**config.mk**
```make
export PLATFORM = sky130hd
export DESIGN_NAME = evg_radial
export DESIGN_NICKNAME = d
export VERILOG_FILES = /design/src/hw/rtl/evg_pkg.sv /design/src/hw/rtl/evg_radial.sv
export SDC_FILE = /design/constraint.sdc
export NUM_CORES = 2
export LEC_CHECK = 0
export BUFFER_PORTS_ARGS = -buffer_cell sky130_fd_sc_hd__buf_2
export CAP_MARGIN = 20
export CORE_MARGIN = 5
export CORE_UTILIZATION = 65
export CTS_CLUSTER_DIAMETER = 120
export DETAILED_ROUTE_END_ITERATION = 16
export GPL_TIMING_DRIVEN = 0
export HOLD_SLACK_MARGIN = 0.03
export PLACE_DENSITY = 0.89
export SETUP_SLACK_MARGIN = 0.5
export SLEW_MARGIN = 20
export SYNTH_ARGS = -nofsm -noshare
export SYNTH_HDL_FRONTEND = slang
export SYNTH_SLANG_ARGS = --single-unit
```
**constraint.sdc**
```tcl
create_clock -name clk -period 11.7 [get_ports clk]
set_input_delay 1.17 -clock clk [delete_from_list [all_inputs] [get_ports clk]]
set_output_delay 1.17 -clock clk [all_outputs]
set_load 0.01 [all_outputs]
```
**src/hw/rtl/evg_pkg.sv**
```systemverilog
package evg_pkg;

	localparam int FRAC_BITS      = 16;
	localparam int NODES_PER_HEX  = 8;
	localparam int NODES_PER_QUAD = 4;
	localparam int ACC_W          = 64;
	localparam int RSUM_W         = 36;
	localparam int CNT_W          = 5;
	localparam int DIV_W          = 31;
	localparam int N_LANES        = 9;

	localparam logic [1:0] ERR_OK    = 2'd0;
	localparam logic [1:0] ERR_COUNT = 2'd1;
	localparam logic [1:0] ERR_ZERO  = 2'd2;

	localparam logic signed [ACC_W-1:0] ACC_MAX = {1'b0, {(ACC_W-1){1'b1}}};
	localparam logic signed [ACC_W-1:0] ACC_MIN = {1'b1, {(ACC_W-1){1'b0}}};
	localparam logic signed [RSUM_W-1:0] RSUM_MAX = {1'b0, {(RSUM_W-1){1'b1}}};
	localparam logic signed [RSUM_W-1:0] RSUM_MIN = {1'b1, {(RSUM_W-1){1'b0}}};

	typedef struct packed {
		logic start;
		logic [DIV_W-1:0] divisor;
	} div_ctl_t;

	function automatic logic signed [31:0] sat32(input logic signed [ACC_W-1:0] v);
		if (v > 64'sd2147483647) begin
			return 32'sh7fffffff;
		end else if (v < -64'sd2147483648) begin
			return 32'sh80000000;
		end
		return v[31:0];
	endfunction

endpackage

```
**src/hw/rtl/evg_radial.sv**
```systemverilog
// Radial term: sign(s)*floor(|s|*area/(4*vol)), saturated. Multiply first
// (exact, 67 bits), then a serial divide by 4*vol.
module evg_radial import evg_pkg::*; (
	input  logic                     clk,
	input  logic                     arst_n,
	input  logic                     start,
	input  logic signed [RSUM_W-1:0] rsum,
	input  logic [DIV_W-1:0]         area,
	input  logic [DIV_W-1:0]         vol,
	output logic signed [31:0]       term,
	output logic                     done
);

	localparam int P_W = RSUM_W + DIV_W;

	typedef enum logic [3:0] {
		PH_IDLE = 4'b0001,
		PH_MUL  = 4'b0010,
		PH_SUM  = 4'b0100,
		PH_DIV  = 4'b1000
	} phase_t;

	logic [P_W-1:0]     mag_q;
	logic [P_W-1:0]     qt_q;
	logic [DIV_W+2:0]   rem_q;
	logic [DIV_W+2:0]   den_q;
	logic               neg_q;
	logic [6:0]         bit_q;
	phase_t             ph_q;
	logic [RSUM_W-1:0]  abs_q;
	logic [P_W-1:0]     plo_q;
	logic [P_W-1:0]     phi_q;
	logic [DIV_W+3:0]   trial;
	logic [P_W-1:0]     clip;

	assign trial = {rem_q, mag_q[P_W-1]} - {1'b0, den_q};

	always_ff @(posedge clk or negedge arst_n) begin
		if (!arst_n) begin
			ph_q  <= PH_IDLE;
			bit_q <= '0;
			done  <= 1'b0;
		end else begin
			done <= 1'b0;
			if (start) begin
				ph_q <= PH_MUL;
			end else if (ph_q == PH_MUL) begin
				ph_q <= PH_SUM;
			end else if (ph_q == PH_SUM) begin
				ph_q  <= PH_DIV;
				bit_q <= 7'(P_W);
			end else if (ph_q == PH_DIV) begin
				bit_q <= bit_q - 7'd1;
				if (bit_q == 7'd1) begin
					ph_q <= PH_IDLE;
					done <= 1'b1;
				end
			end
		end
	end

	always_ff @(posedge clk) begin
		if (start) begin
			neg_q <= rsum[RSUM_W-1];
			abs_q <= rsum[RSUM_W-1] ? RSUM_W'(-rsum) : rsum;
			den_q <= {vol, 2'b00};
		end else if (ph_q == PH_MUL) begin
			// split the product in two narrow multiplies
			plo_q <= P_W'(abs_q[17:0] * area);
			phi_q <= P_W'(abs_q[RSUM_W-1:18] * area);
		end else if (ph_q == PH_SUM) begin
			mag_q <= plo_q + (phi_q << 18);
			rem_q <= '0;
			qt_q  <= '0;
		end else if (ph_q == PH_DIV) begin
			mag_q <= {mag_q[P_W-2:0], 1'b0};
			if (!trial[DIV_W+3]) begin
				rem_q <= trial[DIV_W+2:0];
				qt_q  <= {qt_q[P_W-2:0], 1'b1};
			end else begin
				rem_q <= {rem_q[DIV_W+1:0], mag_q[P_W-1]};
				qt_q  <= {qt_q[P_W-2:0], 1'b0};
			end
		end
	end

	always_comb begin
		clip = (qt_q > P_W'(64'h1_0000_0000)) ? P_W'(64'h1_0000_0000) : qt_q;
		if (neg_q) begin
			term = (clip >= P_W'(64'h8000_0000)) ? 32'sh80000000 : -$signed(clip[31:0]);
		end else begin
			term = (clip >= P_W'(64'h8000_0000)) ? 32'sh7fffffff : $signed(clip[31:0]);
		end
	end

endmodule

```
==> metrics.txt <==
status complete, no violations; Initial Util 65.53%; Synth-to-Final Area Change 6.681%; Antenna Nets Post-Route 0; share of the synthesized area in the top cell type 35.33%; layout cell share with drive strength beyond 1 3.694%; GR met2 Demand/Resource 60.09%; DP Cell Count 6862; minimum clock period 9.692 ns; commonest non-fill, non-tap cell in the layout inv_1; largest net degree at the start of global routing 42; GRT Residual Overflow 0; Total Wirelength 162.4 mm; YS warnings 0; Clock Sinks 346; Register-to-Register Setup Slack 2.63 ns; Crit path arrival time 9.99 ns; Max Cap Viol 0; critical path capture point type register; deepest clock path buffer count 3; synthesis-stage register bit count 346; hold_buf cts 0; Critical Path RT 12.00 ns; CTS tree yes; core box area 80420 µm²; Synth Cell Area 52700 µm²; met1 usage 47.72%; final hold slack 0.4719 ns; Final Hold Fails 0; via-per-instance ratio 6.008; Avg Cell Area, Syn 9.281 µm²; RSZ-0062 raised after global routing false; Placer Congestion 1.057; Startpoint Class input port; top achievable clock speed 103.2 MHz; Critical path origin area[13]; Setup Skew 0.04728 ns; Setup Buffers After CTS 0; Distinct cells, synth 69; post-synthesis net count 7021; final setup fails 0; number of synthesized flops with an enable pin 334; cts bufs inserted 40; CTS resizes 0; 1st-iter DRT viols 3952; DRC violations left 0; Layout Cells excl Fill 6942; asr flop ratio synth 3.468%; Die Wd 294.7 µm; post-synthesis sequential area ratio 19.60%; number of buffers added on ports 106; top_reg_cell synth edfxtp_1; Rel. slew slack 20.41%; Worst R2R Path Depth 23; Tightest Pin Transition 1.194 ns; # IOs 134; cell count after synthesis 5678; Crit Reg-Reg Startpoint abs_q[3]; row count 104; Final Max Tran Viols 0; crit-path max FO 10; most frequent cells in the layout inv_1, fa_1, nand2_1; global-route wire length before repair 249.4 mm; drt wl/cell 23.39 µm; GR peak layer met2; vias in the first global route 43510; CP max stage cell clkbuf_1; routed vias 41710; Final #Nets 7187; Die Ht 294.7 µm; R2R Path End plo_q[46]; Global Route Usage Sum 37.91%; utilization after layout 69.91%; most used cell, CP fa_1; DRT Pass-1 Iters 8; cell taking the most area after synthesis fa_1; Synth area leaders fa_1, edfxtp_1, inv_1, ha_1, nand2_1; clk_lat worst skew 0.61 ns; CTS clk-pin slew, worst paths 0.06 ns; Hold/Removal Path Class in2async; Final Cycle Share 82.84%; initial antenna violation count 15; H-tree levels 2; Setup Crit Path Kind in2reg; die area 86870 µm²; worst-path cell chain clkbuf_1 -> clkbuf_1 -> nand2_1 -> fa_1 -> fa_1 -> fa_1 -> inv_1 -> fa_1 -> fa_1 -> inv_1 -> fa_1 -> inv_1 -> ha_1 -> clkbuf_1 -> nand2_1 -> o21ai_0 -> a31o_2 -> a21o_1 -> nor4b_1 -> o2111ai_1 -> a21boi_0 -> o21ai_0 -> o21ai_0 -> xor2_1; GR Layer Usage met3 12.00%; post-DP HPWL 130.9 mm; CP peak stage delay 0.79 ns; clock root cell clkbuf_16
## per-stage QoR
stage | area, µm² | setup WS (ns) | setup TNS (ns)
2_1_floorplan | 52700 | 0.7044 | 0
3_3_place_gp | 54550 | -3.618 | -498.83
3_5_place_dp | 54890 | 1.770 | 0
4_1_cts | 56190 | 2.378 | 0
5_1_grt | 56200 | 1.878 | 0
6_report | 56220 | 2.008 | 0
## cell usage after synthesis (all sizes together) (11+ instances only)
library cell  number
xor2              54
nand2            897
and2             498
a21o              75
clkbuf           300
ha               312
o21ai            126
edfxtp           334
nor2             167
nor3b             11
fa               930
dfrtp             11
o22ai             17
inv             1154
o21bai            19
nor2b             34
a211oi            14
o31ai             21
and3              22
nor3              38
nand4             19
o21a              28
xnor2            131
or3               17
a31oi             19
nor4              18
a21oi            195
a21boi            12
nand2b            24
nand3             42
or4               15
mux2i             12
## layer usage
metal  up-vias  wire [µm]  share of wire [%]
met5         -        108              0.067
met1     20590      58190                 36
met4        16      10220                6.3
li1      17820          -                  -
met3       627      20530                 13
met2      2651      73330                 45
## registers in the layout, summed over array words and instances (netlist names)
register	cells
plo_q	49
neg_q	1
done	1
abs_q	36
phi_q	49
qt_q	67
den_q	31
bit_q	7
mag_q	67
rem_q	34
ph_q	4
## worst max path at each step
stage | endpoint | slack (ns) | cells after the start
finish | plo_q[47] | 2.01 | 24
detailed placement | plo_q[48] | 1.77 | 23
global placement | bit_q[4] | -3.62 | 8
CTS | plo_q[48] | 2.38 | 23
floorplan | bit_q[4] | 0.70 | 7
global route | plo_q[47] | 1.88 | 24
## area by class of cell
class / instances / area, µm²
Multi-Input combinational cell: 3877 / 36930
Buffer: 301 / 1130
Timing Repair Buffer: 124 / 848.3
Tap cell: 1060 / 1326
Antenna cell: 8 / 20.02
Clock buffer: 47 / 1027
Sequential cell: 346 / 10330
Inverter: 1154 / 4332
Fill cell: 6104 / 24200
Clock inverter: 25 / 277.8
## cells by family after synthesis
logic type	synth area share, %
flops	19.60
fa+ha+maj	42.74
simple gates	16.67
buf+inv	10.36
xor+xnor	3.075
compound gates	7.296
mux	0.2493
## critical path: cells and delay by family
kind	cells	cell delay, ns
buf+inv	6	2.12
simple gates	3	1.08
compound gates	7	1.74
fa+ha+maj	7	3.36
xor+xnor	1	0.52
Power is not shown: default switching activity piles up to over one toggle a cycle in this logic, so the estimate is an artifact.
