[config.mk]
export PLATFORM = sky130hd
export DESIGN_NAME = evg_lane
export DESIGN_NICKNAME = d
export VERILOG_FILES = /design/src/hw/rtl/evg_pkg.sv /design/src/hw/rtl/evg_lane.sv
export SDC_FILE = /design/constraint.sdc
export NUM_CORES = 2
export LEC_CHECK = 0
export BUFFER_PORTS_ARGS = -buffer_cell sky130_fd_sc_hd__buf_2
export CAP_MARGIN = 10
export CORE_MARGIN = 1.5
export CORE_UTILIZATION = 30
export DETAILED_ROUTE_END_ITERATION = 8
export GPL_ROUTABILITY_DRIVEN = 0
export PLACE_DENSITY_LB_ADDON = 0.12
export SYNTH_ARGS = -nofsm -noshare
export SYNTH_HDL_FRONTEND = slang
export SYNTH_SLANG_ARGS = --single-unit
[constraint.sdc]
create_clock -name clk -period 7.1 [get_ports clk]
set_clock_uncertainty 0.1 [all_clocks]
set_input_delay 0.71 -clock clk [delete_from_list [all_inputs] [get_ports clk]]
set_output_delay 0.71 -clock clk [all_outputs]
set_load 0.03 [all_outputs]
[src/hw/rtl/evg_pkg.sv]
package evg_pkg;

	localparam int FRAC_BITS      = 16;
	localparam int NODES_PER_HEX  = 8;
	localparam int NODES_PER_QUAD = 4;
	localparam int ACC_W          = 64;
	localparam int RSUM_W         = 36;
	localparam int CNT_W          = 5;
	localparam int DIV_W          = 31;
	localparam int N_LANES        = 9;

	localparam logic [1:0] ERR_OK    = 2'd0;
	localparam logic [1:0] ERR_COUNT = 2'd1;
	localparam logic [1:0] ERR_ZERO  = 2'd2;

	localparam logic signed [ACC_W-1:0] ACC_MAX = {1'b0, {(ACC_W-1){1'b1}}};
	localparam logic signed [ACC_W-1:0] ACC_MIN = {1'b1, {(ACC_W-1){1'b0}}};
	localparam logic signed [RSUM_W-1:0] RSUM_MAX = {1'b0, {(RSUM_W-1){1'b1}}};
	localparam logic signed [RSUM_W-1:0] RSUM_MIN = {1'b1, {(RSUM_W-1){1'b0}}};

	typedef struct packed {
		logic start;
		logic [DIV_W-1:0] divisor;
	} div_ctl_t;

	function automatic logic signed [31:0] sat32(input logic signed [ACC_W-1:0] v);
		if (v > 64'sd2147483647) begin
			return 32'sh7fffffff;
		end else if (v < -64'sd2147483648) begin
			return 32'sh80000000;
		end
		return v[31:0];
	endfunction

endpackage

[src/hw/rtl/evg_lane.sv]
// One accumulator lane: saturating multiply-accumulate of vel*b, then a
// restoring divide of the 64-bit sum by the element divisor, one bit a cycle.
module evg_lane import evg_pkg::*; (
	input  logic                    clk,
	input  logic                    arst_n,
	input  logic                    acc_en,
	input  logic                    clear,
	input  logic signed [31:0]      a,
	input  logic signed [31:0]      b,
	input  div_ctl_t                ctl,
	output logic signed [31:0]      quot,
	output logic                    done
);

	logic signed [ACC_W-1:0] acc_q;
	logic signed [ACC_W-1:0] prod_s1;
	logic                    prod_v_s1;
	logic [ACC_W-1:0]        mag_q;
	logic [ACC_W-1:0]        qt_q;
	logic [DIV_W:0]          rem_q;
	logic [DIV_W-1:0]        den_q;
	logic                    neg_q;
	logic [6:0]              bit_q;
	logic                    run_q;
	logic signed [ACC_W:0]   sum;
	logic [DIV_W+1:0]        trial;
	logic signed [ACC_W:0]   sq;

	assign sum = {acc_q[ACC_W-1], acc_q} + {prod_s1[ACC_W-1], prod_s1};
	assign trial = {rem_q, mag_q[ACC_W-1]} - {2'b00, den_q};

	always_ff @(posedge clk or negedge arst_n) begin
		if (!arst_n) begin
			acc_q     <= '0;
			prod_v_s1 <= 1'b0;
			run_q     <= 1'b0;
			bit_q     <= '0;
			done      <= 1'b0;
		end else begin
			prod_v_s1 <= acc_en;
			done      <= 1'b0;
			if (clear) begin
				acc_q <= '0;
			end else if (prod_v_s1) begin
				if (sum > $signed({ACC_MAX[ACC_W-1], ACC_MAX})) begin
					acc_q <= ACC_MAX;
				end else if (sum < $signed({ACC_MIN[ACC_W-1], ACC_MIN})) begin
					acc_q <= ACC_MIN;
				end else begin
					acc_q <= sum[ACC_W-1:0];
				end
			end
			if (ctl.start) begin
				run_q <= 1'b1;
				bit_q <= 7'(ACC_W);
			end else if (run_q) begin
				bit_q <= bit_q - 7'd1;
				if (bit_q == 7'd1) begin
					run_q <= 1'b0;
					done  <= 1'b1;
				end
			end
		end
	end

	always_ff @(posedge clk) begin
		prod_s1 <= ACC_W'(a * b);
		if (ctl.start) begin
			neg_q <= acc_q[ACC_W-1];
			mag_q <= acc_q[ACC_W-1] ? ACC_W'(-acc_q) : acc_q;
			rem_q <= '0;
			qt_q  <= '0;
			den_q <= ctl.divisor;
		end else if (run_q) begin
			mag_q <= {mag_q[ACC_W-2:0], 1'b0};
			if (!trial[DIV_W+1]) begin
				rem_q <= trial[DIV_W:0];
				qt_q  <= {qt_q[ACC_W-2:0], 1'b1};
			end else begin
				rem_q <= {rem_q[DIV_W-1:0], mag_q[ACC_W-1]};
				qt_q  <= {qt_q[ACC_W-2:0], 1'b0};
			end
		end
	end

	always_comb begin
		sq = neg_q ? -$signed({1'b0, qt_q}) : $signed({1'b0, qt_q});
		if (sq > 65'sd2147483647) begin
			quot = 32'sh7fffffff;
		end else if (sq < -65'sd2147483648) begin
			quot = 32'sh80000000;
		end else begin
			quot = sq[31:0];
		end
	end

endmodule

==> impl_metrics.csv <==
group,metric,value,unit
logic_synthesis,ys_seq_area_share,14.3,%
logic_synthesis,syn-num-nets,7461,
final_layout,n_fill_cell,18873,
global_route,grt_pass1_vias,45100,
min_path,hold_path_class,"in2reg",
global_route,grt_max_degree,156,
logic_synthesis,mappedNetlistArea,55700,um2
logic_synthesis,synth_xor_xnor_area_share,4.23,%
timing,fin_crit_sh,105,%
logic_synthesis,syn_area_per_cell,9.29,um2
clocking,clkSinkCount,330,
detailed_routing,vias,41807,
logic_synthesis,ys.flop_type,"dfxtp_1",
timing,hold_viol,0,
detailed_routing,route.detailed.drc,0,
job,maxCapViolCount,0,
global_route,grt_pass1_wl,261000,um
logic_synthesis,synth_edf_count,96,
outcome,violations,"setup timing",
worst_setup_path,critPathLaunchType,"primary input",
logic_synthesis,yosysWarnings,0,
logic_synthesis,ys_seq_elements,330,
worst_setup_path,cp.required,7440,ps
worst_setup_path,arrival,7790,ps
logic_synthesis,synth_top_family_by_area,"adder cells",
floorplan,die_width,434,um
final_layout,nNetsFinal,7892,
timing,fin_tns_setup,-3800,ps
clocking,htree_levels,2,
logic_synthesis,yosys.area.top_type_share,39.0,%
final_layout,multi_input_area,44100,um2
timing,whs,207,ps
global_route,grtUsageTotal,17.6,%
final_layout,area_growth,20.7,%
floorplan,top_level_ports,133,
logic_synthesis,synth_compound_area_share,10.0,%
timing,final.setup.worst_slack,-351,ps
global_route,overflow,0,
placement,dp_hpwl,137000,um
outcome,status,"finished, violations left",
detailed_routing,wl,166000,um
logic_synthesis,synthSimpleGateAreaFrac,15.5,%
detailed_routing,drt_iter0_markers,1976,
logic_synthesis,synth.area.mux_share,1.38,%
final_layout,insertedDiodeCount,0,
placement,io_buffers,132,
logic_synthesis,synth_fa_ha_area_share,45.3,%
worst_setup_path,path_max_fanout,8,
timing,slew_viol_final,0,
timing,finalCriticalPeriod,7450,ps
timing,rsz0062_at_grt,"true",
floorplan,core_area,184000,um2
logic_synthesis,netlist.top_cell.by_area,"fa_1",
detailed_routing,wire_per_inst,18.6,um
final_layout,drive_gt1_share,17.9,%
clocking,clkSlewWorstSetupHoldPaths,60,ps
worst_setup_path,path_class,"in2reg",
floorplan,rows,157,
timing,setup_viol_count_final,19,
final_layout,seq_area,7940,um2
detailed_routing,postRouteAntennaNets,0,
timing,fmax,0.134,GHz
clocking,clockBufferDepth,3,
worst_setup_path,critPathCaptureType,"register",
logic_synthesis,synthCells,5994,
logic_synthesis,ys_top_cells_by_area,"fa_1, inv_1, ha_1",
clocking,tritoncts,"done",
logic_synthesis,ys_types,79,
detailed_routing,dr.pass1.iters,5,
clocking,worstSkewPairLatency,580,ps
detailed_routing,viasPerCell,4.69,
clocking,cts-root-buf,"clkbuf_16",
logic_synthesis,async_flop_share,22.4,%
floorplan,fp.dieH,434,um
global_route,antenna_found_initial,6,
timing,tightestPinTransition,1110,ps
timing,slew_headroom,26.3,%
floorplan,start_util,30.3,%
floorplan,die_area,188000,um2
clocking,cts_buffers,40,
## final cells by class
class / instances / area share [%]
timing repair buffer: 718 / 10.2
sequential: 330 / 11.8
clock inverter: 19 / 0.276
inverter: 1039 / 5.82
clock buffer: 55 / 1.70
tap: 2464 / 4.59
multi-input combinational: 4296 / 65.6
## stage by stage
step / instances / utilization [%] / setup WS, ps / instance area [um2]
final: 8921 / 36.6 / -351 / 67200
after global placement: 8768 / 34.3 / -1570 / 63000
after global routing: 8921 / 36.6 / -545 / 67200
after floorplan: 5994 / - / -895 / 56300
after detailed placement: 8768 / 34.3 / -1560 / 63000
after CTS: 8882 / 35.9 / -288 / 65900
## path summary, 6_finish.rpt
path | from | endpoint | slack, ps | depth (start not counted)
min | ctl[15] | den_q[15] | 210 | 1
min in group asynchronous | arst_n | acc_q[0] | 420 | 2
max | a[22] | prod_s1[63] | -350 | 27
min reg2reg | rem_q[18] | rem_q[18] | 400 | 2
max in group asynchronous | arst_n | run_q | 5270 | 3
max reg2reg | acc_q[0] | acc_q[18] | 1860 | 15
## what timing repair did
| action | in CTS | in global routing |
|---|---|---|
| hold endpoints to repair | 11 | 0 |
| endpoints found under the setup margin | 32 | 33 |
| hold buffers | 1 | 0 |
| gates cloned | 3 | 7 |
| pin swaps | 198 | 167 |
| gates resized for setup | 291 | 231 |
| buffers inserted | 39 | 37 |
## flip-flops by register name, indices dropped and copies added, names as in the netlist
register and cells:
acc_q 64, bit_q 7, den_q 31, done 1
mag_q 64, neg_q 1, prod_s1 64, prod_v_s1 1
qt_q 64, rem_q 32, run_q 1
## routing by layer
metal	vias to the layer above	GRT usage, %	part of all wire (%)	wire [um]
met2	679	28.9	46	76800
met4	2	3.30	1.8	3020
met1	21285	25.4	48	80000
li1	19697	-	-	-
met3	144	1.61	3.6	5970
met5	-	0	0.0066	11
## cells by family (layout without fill, tap and decap cells)
| logic type | after synthesis | in the layout |
|---|---|---|
| DFF | 330 | 330 |
| xor gates and xnor gates | 269 | 269 |
| buffers and inverters | 1368 | 1831 |
| AOI/OAI and AO/OA | 837 | 837 |
| adders and majority gates | 1367 | 1367 |
| muxes | 76 | 76 |
| and+or+nand+nor | 1747 | 1747 |
## worst max-delay path: stages
cell      delay [ps]
buf_12           120
buf_16           160
buf_6            130
and2_4           150
fa_1             470
fa_1             510
inv_2             60
fa_1             500
fa_1             520
inv_1             50
fa_1             490
fa_1             570
fa_1             450
fa_1             570
ha_4             210
a21o_1           170
o21bai_4         180
a21o_1           180
a221o_1          330
a221oi_4         310
o221ai_4         180
o22ai_4          190
buf_6            150
o31ai_4           60
nand2b_1          90
a32oi_2          100
xnor2_1          130
## synthesized netlist by cell type (all sizes together), types with 8 or more instances
library cell / n
a221oi: 8
and2: 515
nor3: 40
edfxtp: 96
nand2: 637
ha: 283
a31oi: 12
nand2b: 32
o22ai: 10
o21ai: 174
o21a: 19
mux2i: 72
or3: 29
clkbuf: 302
fa: 1084
nor2: 301
xor2: 158
dfrtp: 74
nor2b: 21
and3: 15
buf: 27
nand4: 29
nand3: 40
o211ai: 9
dfxtp: 160
o21bai: 35
xnor2: 111
a211oi: 55
or2: 9
a21oi: 246
or4: 28
inv: 1039
o31ai: 43
a21o: 77
nor4: 17
a221o: 64
o41ai: 25
## cells in the final DEF (no fill, tap or decap), types with 34 or more instances in the layout
cell	n
and2_1	470
fa_1	995
ha_1	246
a211oi_1	51
a221o_1	63
buf_4	454
xnor2_1	106
dfrtp_1	72
mux2i_1	72
a21oi_1	224
nand2_1	624
inv_2	47
o21bai_1	34
fa_2	89
nand3_1	37
ha_4	37
xor2_1	156
buf_12	70
nor2_1	292
dfxtp_1	160
inv_1	989
clkbuf_16	48
edfxtp_1	96
o31ai_1	42
buf_2	73
and2_4	45
nor3_1	38
a21o_1	77
o21ai_0	123
buf_6	75
Power is left out: the tool's default activity adds up to more than one toggle a clock period on the data nets, which glitch-free logic cannot reach.
